==> config.mk <==
export PLATFORM = sky130hd
export DESIGN_NAME = silence_alarm_persistence_monitor_unit
export DESIGN_NICKNAME = d
export VERILOG_FILES = /design/src/rtl/sapm_pkg.sv /design/src/rtl/silence_alarm_persistence_monitor_unit.sv /design/src/rtl/sapm_ctrl.sv /design/src/rtl/sapm_dp.sv
export VERILOG_INCLUDE_DIRS = /design/src /design/src/rtl
export SDC_FILE = /design/constraint.sdc
export NUM_CORES = 2
export LEC_CHECK = 0
export BUFFER_PORTS_ARGS = -buffer_cell sky130_fd_sc_hd__buf_4
export CAP_MARGIN = 40
export CORE_ASPECT_RATIO = 0.75
export CORE_UTILIZATION = 45
export CTS_CLUSTER_SIZE = 40
export DETAILED_ROUTE_END_ITERATION = 10
export GPL_TIMING_DRIVEN = 1
export SKIP_LAST_GASP = 1
export SLEW_MARGIN = 20
export SYNTH_ARGS = -nofsm -noshare
export SYNTH_HDL_FRONTEND = slang
export SYNTH_HIERARCHICAL = 1
export SYNTH_SLANG_ARGS = --single-unit
==> constraint.sdc <==
create_clock -name aclk -period 20.1 [get_ports aclk]
set_input_delay 1.005 -clock aclk [delete_from_list [all_inputs] [get_ports aclk]]
set_output_delay 1.005 -clock aclk [all_outputs]
set_load 0.005 [all_outputs]
==> src/rtl/assert_macros.svh <==
// ----------------------------------------------------------------------------
// Assertion macros
// Shared concurrent assertion shorthands for the RTL.
// ----------------------------------------------------------------------------
`ifndef ASSERT_MACROS_SVH
`define ASSERT_MACROS_SVH

`ifndef ASSERT_OFF
`define ASSERT_AT(label, clk, rstn, prop, msg) \
    label: assert property (@(posedge clk) disable iff (!(rstn)) (prop)) else $error(msg);
`define ASSERT_NEVER(label, clk, rstn, cond, msg) \
    label: assert property (@(posedge clk) disable iff (!(rstn)) !(cond)) else $error(msg);
`else
`define ASSERT_AT(label, clk, rstn, prop, msg)
`define ASSERT_NEVER(label, clk, rstn, cond, msg)
`endif

`endif

==> src/rtl/sapm_pkg.sv <==
// ----------------------------------------------------------------------------
// sapm_pkg
// Types, constants and helpers shared by the silence alarm monitor modules.
// ----------------------------------------------------------------------------
package sapm_pkg;

    localparam int COUNT_WIDTH_DEF = 32;
    localparam int TICK_W          = 32;
    localparam int CNT_DEPTH       = 96;
    localparam int CNT_ADDR_W      = 7;

    typedef logic [1:0] cfg_idx_t;
    localparam cfg_idx_t CFG_THRESHOLD   = 2'd0;
    localparam cfg_idx_t CFG_MONO_MASK   = 2'd1;
    localparam cfg_idx_t CFG_STEREO_MASK = 2'd2;

    typedef logic [1:0] byte_sel_t;
    localparam byte_sel_t SEL_MONO_EVEN = 2'd0;
    localparam byte_sel_t SEL_MONO_ODD  = 2'd1;
    localparam byte_sel_t SEL_STEREO    = 2'd2;

    localparam logic EV_OFF_AIR  = 1'b0;
    localparam logic EV_RESTORED = 1'b1;

    typedef struct packed {
        logic        load;
        logic        rd;
        logic        upd;
        logic        off;
        logic        flush;
        byte_sel_t   byte_sel;
        logic [2:0]  bit_idx;
    } sapm_cmd_t;

    typedef struct packed {
        logic restore_hit;
        logic reach_bit;
        logic emit_stall;
        logic held_valid;
    } sapm_status_t;

    typedef struct packed {
        logic              kind;
        logic              stereo;
        logic [5:0]        chan;
        logic [TICK_W-1:0] ticks;
    } sapm_event_t;

    function automatic logic [3:0] pairs_to_nibble(input logic [7:0] b);
        logic [3:0] nib;
        for (int k = 0; k < 4; k++) begin
            nib[k] = b[2*k] & b[2*k+1];
        end
        return nib;
    endfunction

endpackage

==> src/rtl/silence_alarm_persistence_monitor_unit.sv <==
// ----------------------------------------------------------------------------
// silence_alarm_persistence_monitor_unit
// Counts ticks of continuous audio-loss alarm for 64 mono channels and 32
// stereo pairs and reports off-air and restored events.
// ----------------------------------------------------------------------------
// Channel  Dir  Payload
// s_       in   tdata {alarm_odd, alarm_even}, tuser pair_index
// m_       out  tdata {silence_ticks, channel_number}, tuser {is_stereo,
//               event_kind}, tlast last_event
// cfg_     in   cfg_index register, cfg_data value
//
// An item occupies the block from its accept through a read and a write-back for each
// of 24 counters on the single memory port, an off-air scan per alarm byte and a drain;
// no new item is taken until the drain ends.
// Reset clears all counters at once through per-entry valid bits.
// A stalled result beat holds the sequencer when another event is due or the last
// event of the item still waits for the output register.
// ----------------------------------------------------------------------------
`include "assert_macros.svh"

module silence_alarm_persistence_monitor_unit import sapm_pkg::*; #(
    parameter int COUNT_WIDTH = COUNT_WIDTH_DEF
) (
    input  logic        aclk,
    input  logic        aresetn,
    input  logic        s_tvalid,
    output logic        s_tready,
    input  logic [15:0] s_tdata,   // [7:0] alarm_even, [15:8] alarm_odd
    input  logic [1:0]  s_tuser,   // [1:0] pair_index
    output logic        m_tvalid,
    input  logic        m_tready,
    output logic [39:0] m_tdata,   // [5:0] channel_number, [37:6] silence_ticks, zero
    output logic [1:0]  m_tuser,   // [0] event_kind, [1] is_stereo
    output logic        m_tlast,
    input  logic        cfg_valid,
    output logic        cfg_ready,
    input  logic [1:0]  cfg_index,
    input  logic [63:0] cfg_data
);

    sapm_cmd_t    ctrl_cmd;
    sapm_status_t dp_status;
    sapm_event_t  out_event;
    logic [4:0]   cmd_bits;

    assign cfg_ready = 1'b1;

    sapm_ctrl u_ctrl (
        .aclk     (aclk),
        .aresetn  (aresetn),
        .s_tvalid (s_tvalid),
        .s_tready (s_tready),
        .status   (dp_status),
        .cmd      (ctrl_cmd)
    );

    sapm_dp #(
        .COUNT_WIDTH (COUNT_WIDTH)
    ) u_dp (
        .aclk      (aclk),
        .aresetn   (aresetn),
        .cfg_valid (cfg_valid),
        .cfg_index (cfg_index),
        .cfg_data  (cfg_data),
        .in_pair   (s_tuser),
        .in_even   (s_tdata[7:0]),
        .in_odd    (s_tdata[15:8]),
        .cmd       (ctrl_cmd),
        .status    (dp_status),
        .m_tready  (m_tready),
        .m_tvalid  (m_tvalid),
        .m_event   (out_event),
        .m_last    (m_tlast)
    );

    assign m_tdata = {2'b00, out_event.ticks, out_event.chan};
    assign m_tuser = {out_event.stereo, out_event.kind};

    assign cmd_bits = {ctrl_cmd.load, ctrl_cmd.rd, ctrl_cmd.upd, ctrl_cmd.off,
                       ctrl_cmd.flush};

    `ASSERT_AT(a_busy_after_accept, aclk, aresetn, (s_tvalid && s_tready) |=> !s_tready, "input accepted twice in a row")
    `ASSERT_NEVER(a_accept_with_held, aclk, aresetn, s_tvalid && s_tready && dp_status.held_valid, "item accepted with an undelivered event")
    `ASSERT_AT(a_one_command, aclk, aresetn, $onehot0(cmd_bits), "more than one datapath command")

endmodule

==> src/rtl/sapm_ctrl.sv <==
// ----------------------------------------------------------------------------
// sapm_ctrl
// Sequencer that walks the 24 channel counters of one item and drains events.
// ----------------------------------------------------------------------------
module sapm_ctrl import sapm_pkg::*; (
    input  logic         aclk,
    input  logic         aresetn,
    input  logic         s_tvalid,
    output logic         s_tready,
    input  sapm_status_t status,
    output sapm_cmd_t    cmd
);

    typedef enum logic [2:0] {
        ST_IDLE,
        ST_READ,
        ST_UPDATE,
        ST_OFFAIR,
        ST_FLUSH
    } state_t;

    state_t     state_reg;
    byte_sel_t  byte_reg;
    logic [2:0] bit_reg;

    logic upd_go;
    logic off_go;

    assign s_tready = (state_reg == ST_IDLE);
    assign upd_go   = !(status.restore_hit && status.emit_stall);
    assign off_go   = !(status.reach_bit && status.emit_stall);

    always_comb begin
        cmd          = '0;
        cmd.byte_sel = byte_reg;
        cmd.bit_idx  = bit_reg;
        case (state_reg)
            ST_IDLE:   cmd.load  = s_tvalid;
            ST_READ:   cmd.rd    = 1'b1;
            ST_UPDATE: cmd.upd   = upd_go;
            ST_OFFAIR: cmd.off   = off_go;
            ST_FLUSH:  cmd.flush = 1'b1;
            default:   cmd       = '0;
        endcase
    end

    always_ff @(posedge aclk) begin
        if (!aresetn) begin
            state_reg <= ST_IDLE;
            byte_reg  <= SEL_MONO_EVEN;
            bit_reg   <= 3'd7;
        end else begin
            case (state_reg)
                ST_IDLE: begin
                    if (s_tvalid) begin
                        byte_reg  <= SEL_MONO_EVEN;
                        bit_reg   <= 3'd7;
                        state_reg <= ST_READ;
                    end
                end
                ST_READ: begin
                    state_reg <= ST_UPDATE;
                end
                ST_UPDATE: begin
                    if (upd_go) begin
                        if (bit_reg == 3'd0) begin
                            state_reg <= ST_OFFAIR;
                        end else begin
                            bit_reg   <= bit_reg - 3'd1;
                            state_reg <= ST_READ;
                        end
                    end
                end
                ST_OFFAIR: begin
                    if (off_go) begin
                        if (bit_reg == 3'd7) begin
                            if (byte_reg == SEL_STEREO) begin
                                state_reg <= ST_FLUSH;
                            end else begin
                                byte_reg  <= byte_reg + 2'd1;
                                state_reg <= ST_READ;
                            end
                        end else begin
                            bit_reg <= bit_reg + 3'd1;
                        end
                    end
                end
                ST_FLUSH: begin
                    if (!status.held_valid) begin
                        state_reg <= ST_IDLE;
                    end
                end
                default: state_reg <= ST_IDLE;
            endcase
        end
    end

endmodule

==> src/rtl/sapm_dp.sv <==
// ----------------------------------------------------------------------------
// sapm_dp
// Configuration, counter memory, update logic and the event output stage.
// ----------------------------------------------------------------------------
module sapm_dp import sapm_pkg::*; #(
    parameter int COUNT_WIDTH = COUNT_WIDTH_DEF
) (
    input  logic              aclk,
    input  logic              aresetn,
    input  logic              cfg_valid,
    input  cfg_idx_t          cfg_index,
    input  logic [63:0]       cfg_data,
    input  logic [1:0]        in_pair,
    input  logic [7:0]        in_even,
    input  logic [7:0]        in_odd,
    input  sapm_cmd_t         cmd,
    output sapm_status_t      status,
    input  logic              m_tready,
    output logic              m_tvalid,
    output sapm_event_t       m_event,
    output logic              m_last
);

    localparam int CMP_W = (COUNT_WIDTH > TICK_W) ? COUNT_WIDTH : TICK_W;
    localparam logic [COUNT_WIDTH-1:0] CNT_MAX = {COUNT_WIDTH{1'b1}};
    localparam logic [CMP_W-1:0] TICK_MAX = CMP_W'({TICK_W{1'b1}});

    logic [TICK_W-1:0] thr_reg;
    logic [63:0]       mono_en_reg;
    logic [31:0]       stereo_en_reg;

    logic [1:0] pair_reg;
    logic [7:0] alarm_even_reg;
    logic [7:0] alarm_odd_reg;
    logic [7:0] alarm_st_reg;

    logic [COUNT_WIDTH-1:0] cnt_mem [CNT_DEPTH];
    logic [CNT_DEPTH-1:0]   cnt_vld_reg;
    logic [COUNT_WIDTH-1:0] rd_data_reg;
    logic                   rd_vld_reg;
    logic [7:0]             reached_reg;

    sapm_event_t held_reg;
    logic        held_valid_reg;
    sapm_event_t out_reg;
    logic        out_last_reg;
    logic        out_valid_reg;

    logic [CNT_ADDR_W-1:0]  addr;
    logic [7:0]             cur_alarm;
    logic                   alarm_bit;
    logic [COUNT_WIDTH-1:0] cur_cnt;
    logic [COUNT_WIDTH-1:0] new_cnt;
    logic [TICK_W-1:0]      thr_eff;
    logic [CMP_W-1:0]       cnt_ext;
    logic [CMP_W-1:0]       thr_ext;
    logic [CMP_W-1:0]       inc_ext;
    logic [TICK_W-1:0]      ticks_sat;
    logic                   reach;
    logic                   restore_hit;
    logic                   push_restore;
    logic                   push_off;
    logic                   push;
    logic                   out_free;
    logic                   move;
    sapm_event_t            new_event;

    always_comb begin
        case (cmd.byte_sel)
            SEL_MONO_EVEN: begin
                addr      = {1'b0, pair_reg, 1'b0, cmd.bit_idx};
                cur_alarm = alarm_even_reg;
            end
            SEL_MONO_ODD: begin
                addr      = {1'b0, pair_reg, 1'b1, cmd.bit_idx};
                cur_alarm = alarm_odd_reg;
            end
            SEL_STEREO: begin
                addr      = {2'b10, pair_reg, cmd.bit_idx};
                cur_alarm = alarm_st_reg;
            end
            default: begin
                addr      = '0;
                cur_alarm = '0;
            end
        endcase
    end

    assign alarm_bit = cur_alarm[cmd.bit_idx];
    assign cur_cnt   = rd_vld_reg ? rd_data_reg : '0;
    assign thr_eff   = (thr_reg == '0) ? TICK_W'(1) : thr_reg;
    assign cnt_ext   = CMP_W'(cur_cnt);
    assign thr_ext   = CMP_W'(thr_eff);
    assign inc_ext   = CMP_W'(cur_cnt + COUNT_WIDTH'(1));
    assign ticks_sat = (cnt_ext > TICK_MAX) ? {TICK_W{1'b1}} : cnt_ext[TICK_W-1:0];

    always_comb begin
        new_cnt     = '0;
        reach       = 1'b0;
        restore_hit = 1'b0;
        if (alarm_bit) begin
            if (cur_cnt != CNT_MAX) begin
                new_cnt = cur_cnt + COUNT_WIDTH'(1);
                reach   = (inc_ext == thr_ext);
            end else begin
                new_cnt = cur_cnt;
            end
        end else begin
            restore_hit = (cnt_ext >= thr_ext);
        end
    end

    assign push_restore = cmd.upd && restore_hit;
    assign push_off     = cmd.off && reached_reg[cmd.bit_idx];
    assign push         = push_restore || push_off;
    assign out_free     = !out_valid_reg || m_tready;
    assign move         = held_valid_reg && (push || (cmd.flush && out_free));

    always_comb begin
        new_event.kind   = push_restore ? EV_RESTORED : EV_OFF_AIR;
        new_event.stereo = (cmd.byte_sel == SEL_STEREO);
        new_event.chan   = addr[5:0];
        new_event.ticks  = push_restore ? ticks_sat : thr_eff;
    end

    assign status.restore_hit = restore_hit;
    assign status.reach_bit   = reached_reg[cmd.bit_idx];
    assign status.emit_stall  = held_valid_reg && !out_free;
    assign status.held_valid  = held_valid_reg;

    assign m_tvalid = out_valid_reg;
    assign m_event  = out_reg;
    assign m_last   = out_last_reg;

    always_ff @(posedge aclk) begin
        if (!aresetn) begin
            thr_reg       <= TICK_W'(1);
            mono_en_reg   <= '0;
            stereo_en_reg <= '0;
        end else if (cfg_valid) begin
            case (cfg_index)
                CFG_THRESHOLD:   thr_reg       <= cfg_data[TICK_W-1:0];
                CFG_MONO_MASK:   mono_en_reg   <= cfg_data;
                CFG_STEREO_MASK: stereo_en_reg <= cfg_data[31:0];
                default:         ;
            endcase
        end
    end

    always_ff @(posedge aclk) begin
        if (cmd.load) begin
            pair_reg       <= in_pair;
            alarm_even_reg <= in_even & mono_en_reg[{in_pair, 1'b0, 3'b000} +: 8];
            alarm_odd_reg  <= in_odd & mono_en_reg[{in_pair, 1'b1, 3'b000} +: 8];
            alarm_st_reg   <= {pairs_to_nibble(in_odd), pairs_to_nibble(in_even)}
                              & stereo_en_reg[{in_pair, 3'b000} +: 8];
        end
        if (cmd.upd) begin
            reached_reg[cmd.bit_idx] <= reach;
        end
    end

    always_ff @(posedge aclk) begin
        if (cmd.upd) begin
            cnt_mem[addr] <= new_cnt;
        end
        if (cmd.rd) begin
            rd_data_reg <= cnt_mem[addr];
            rd_vld_reg  <= cnt_vld_reg[addr];
        end
    end

    always_ff @(posedge aclk) begin
        if (!aresetn) begin
            cnt_vld_reg <= '0;
        end else if (cmd.upd) begin
            cnt_vld_reg[addr] <= 1'b1;
        end
    end

    always_ff @(posedge aclk) begin
        if (!aresetn) begin
            held_valid_reg <= 1'b0;
            out_valid_reg  <= 1'b0;
        end else begin
            if (push) begin
                held_valid_reg <= 1'b1;
            end else if (move) begin
                held_valid_reg <= 1'b0;
            end
            if (move) begin
                out_valid_reg <= 1'b1;
            end else if (m_tready) begin
                out_valid_reg <= 1'b0;
            end
        end
    end

    always_ff @(posedge aclk) begin
        if (push) begin
            held_reg <= new_event;
        end
        if (move) begin
            out_reg      <= held_reg;
            out_last_reg <= !push;
        end
    end

endmodule
==> impl_metrics.json <==
{
  "outcome": "finished, final reports clean",
  "fin_crit_sh_pct": 34.3,
  "worstMarginPinSlew_ns": 1.16,
  "cap_violations": 0,
  "nNetsFinal": 8135,
  "grt_max_degree": 114,
  "synth_cells": 7751,
  "grt.overflow.total": 0,
  "r2r_cells": 15,
  "r2r_end": "u_dp/rd_data_reg[1]",
  "cp-start-kind": "register",
  "arrival_ns": 7.64,
  "cp-startpoint": "u_ctrl/state_reg[1]",
  "drt-wirelength-per-cell_um": 34.6,
  "port_buffers": 131,
  "peakVddDrop_mv": 0.0784,
  "slew_headroom_pct": 22.7,
  "yosysWarnings": 6,
  "synthesis.area_um2": 129000,
  "place_ws_ns": 13.32,
  "cp_max_fo": 75,
  "ctsResizeCount": 0,
  "grt_pass1_vias": 73300,
  "reg2reg_from": "u_ctrl/state_reg[1]",
  "p_per_area_nw_per_um2": 99.4,
  "cp-endpoint": "u_dp/rd_data_reg[1]",
  "cts_tree": "built",
  "postCtsSetupRepairBufs": 0,
  "synthArstFlopShare_pct": 0,
  "clk_path_buf_depth": 4,
  "power_frac_seq_pct": 54.2,
  "switching_share_pct": 21.6,
  "place_area_um2": 137000,
  "stdcell_area_um2": 148000,
  "ant_nets": 0,
  "cts_root_buf": "clkbuf_16",
  "hpwl_um": 235000,
  "clock_latency_ns": 0.90,
  "hold_viol_final": 0,
  "post-place-cells": 11400,
  "numCtsBuffers": 326,
  "worst_hold_path_type": "primary input to register",
  "syn_to_final_growth_pct": 14.5,
  "grt.total_usage_pct": 28.2,
  "clock-sinks": 3454,
  "h-tree-depth": 5,
  "synth_cell_type_count": 83,
  "drt_iter0_markers": 13700,
  "synth_seq_cells": 3454,
  "path_class": "register to register",
  "vias": 79000,
  "slew_viol_final": 0,
  "place.gp.congestion": 0.916,
  "period_needed_ns": 6.89,
  "yosysSeqAreaShare_pct": 78.7,
  "ios": 135,
  "rows": 169,
  "final_cells": 12000,
  "layout_setup_ws_ns": 13.21,
  "setup_violations": 0,
  "pwr-share-comb_pct": 4.3,
  "die_area_um2": 289000,
  "endpoint_kind": "register",
  "wirelength_um": 416000,
  "required_ns": 20.86,
  "largest_reg_flops": 3072,
  "leakagePower_nw": 47.1,
  "avgSynthCellArea_um2": 16.6,
  "max_freq_mhz": 145,
  "routed_via_density": 6.57,
  "antenna_found_initial": 24,
  "start_util_pct": 45.4,
  "rsz0062_at_grt": "no",
  "finClkSkew_ns": 0.0564,
  "grt_pass1_wl_um": 577000,
  "coreArea_um2": 284000,
  "drc": 0,
  "cts_hold_buf": 0,
  "synth_edf_count": 3220,
  "pwr-share-clk_pct": 41.5,
  "internal_power_mw": 11.5,
  "ys.flop_type": "edfxtp_1",
  "drive_gt1_share_pct": 13.6,
  "p_sw_mw": 3.16,
  "clk_pin_slew_worst_paths_ns": 0.07,
  "die_h_um": 465,
  "die_x_um": 620,
  "drtPass1Iterations": 9,
  "ff2ff_setup_slack_ns": 13.21,
  "tns_ns": 0
}
[worst max-delay path, cell delays in order, from the launching register on]
cell and delay [ns]:
dfxtp_1 0.45, o21ai_0 0.40, and2_1 0.69, a21bo_4 0.41, buf_4 0.34, nor2_4 0.76, buf_4 0.61, buf_12 0.46
buf_4 0.72, a222oi_1 0.24, nand3_1 0.13, a211oi_1 0.07, a311oi_1 0.67, buf_4 0.28, o21ai_0 0.18, nand2_1 0.12
[cells in the final DEF, fill, tap and decap left out, drive strengths merged, types with 16 or more instances in the layout]
cell type     n
edfxtp     3220
a22oi       665
nand2       585
buf         459
clkbuf      440
a21oi       236
dfxtp       234
a22o        229
a221oi      225
nand3       220
a222oi      181
nor2        161
a21boi      129
a211oi      122
clkinv      104
o21a        102
inv          79
nor3         75
nand4        70
o21ai        70
mux2i        68
xnor2        52
and2         47
and3         46
a31oi        44
nor4         40
ha           35
and4         26
bufinv       25
o211ai       24
a41oi        22
o22ai        21
mux4         20
o221ai       19
mux2         17
a21o         16
[worst min-delay path by stage]
stage / startpoint / end / cells past startpoint
4_1_cts: cfg_data[39] / u_dp/mono_en_reg[39] / 3
5_1_grt: cfg_data[39] / u_dp/mono_en_reg[39] / 3
3_3_place_gp: u_dp/held_reg[36] / u_dp/m_event[36] / 0
6_report: cfg_data[39] / u_dp/mono_en_reg[39] / 3
2_1_floorplan: u_dp/held_reg[0] / u_dp/m_event[0] / 0
3_5_place_dp: u_dp/held_reg[21] / u_dp/m_event[21] / 0
[area by class of cell]
class / instances / area (um2)
Sequential cell: 3454 / 101000
Inverter: 67 / 264
Timing Repair Buffer: 464 / 4430
Antenna cell: 10 / 25.0
Clock buffer: 435 / 8890
Clock inverter: 145 / 1400
Multi-Input combinational cell: 3698 / 26400
Tap cell: 3762 / 4710
Fill cell: 22700 / 136000
[synthesized netlist by cell type, types with 12 or more instances]
| cell type | instances | area (um2) |
|---|---|---|
| a21o_1 | 16 | 120 |
| a32oi_1 | 12 | 105 |
| o211ai_1 | 24 | 180 |
| inv_1 | 66 | 248 |
| o21ai_0 | 69 | 345 |
| nand3_1 | 219 | 1100 |
| edfxtp_1 | 3220 | 96700 |
| mux2_2 | 17 | 191 |
| clkbuf_1 | 373 | 1400 |
| a211oi_1 | 121 | 908 |
| a21boi_0 | 129 | 968 |
| a311oi_1 | 15 | 131 |
| o21a_1 | 101 | 758 |
| ha_1 | 35 | 438 |
| nand4_1 | 70 | 438 |
| o22ai_1 | 21 | 131 |
| mux2i_1 | 68 | 681 |
| buf_1 | 109 | 409 |
| nor2b_1 | 15 | 93.8 |
| mux4_2 | 20 | 450 |
| nor2_1 | 161 | 604 |
| and3_1 | 45 | 282 |
| o221ai_1 | 19 | 166 |
| a21oi_1 | 235 | 1180 |
| and4_1 | 26 | 228 |
| a222oi_1 | 181 | 1810 |
| xnor2_1 | 52 | 455 |
| a22o_1 | 229 | 2010 |
| a41oi_1 | 22 | 193 |
| a31oi_1 | 44 | 275 |
| nand2_1 | 585 | 2200 |
| dfxtp_1 | 234 | 4680 |
| nor4_1 | 39 | 244 |
| nor3_1 | 73 | 365 |
| and2_1 | 44 | 275 |
| a221oi_1 | 225 | 1970 |
| buf_2 | 45 | 225 |
| a22oi_1 | 665 | 4990 |
[cell families (layout without fill, tap and decap cells)]
logic type                 count (synthesis)  after routing  synth area share [%]
DFF                                     3454           3454                  78.7
AOI/OAI and AO/OA                       2172           2172                  12.9
and+or+nand+nor                         1326           1326                  4.82
buffers and inverters                    600           1111                  1.81
muxes                                    105            105                  1.03
xor gates and xnor gates                  57             57                 0.409
adders and majority gates                 35             35                 0.340
other                                      2             13               0.00583
[metrics by stage]
step | total power [mW] | util, % | hold WS, ns
5_1_grt | 15.0 | 52.0 | 0.388
3_5_place_dp | 8.69 | 48.2 | 0.405
3_3_place_gp | 8.65 | 47.9 | 0.406
6_report | 14.7 | 52.0 | 0.384
4_1_cts | 14.7 | 51.8 | 0.348
2_1_floorplan | 8.35 | - | 0.400
[per-layer routing]
metal	vias up	GRT usage, %	wire [um]
met1	40700	41.9	167000
li1	32200	-	-
met4	12	7.61	11600
met2	5509	40.6	178000
met3	638	8.15	59000
met5	-	0.741	384
[power groups by stage]
stage	combinational, mW	clock, mW	sequential [mW]
after floorplan	0.273	0	8.08
after global placement	0.560	0	8.09
after detailed placement	0.597	0	8.09
after CTS	0.599	6.13	7.94
after global routing	0.648	6.40	7.94
final	0.630	6.09	7.94
Note: power is estimated with default switching activity, not from simulation.
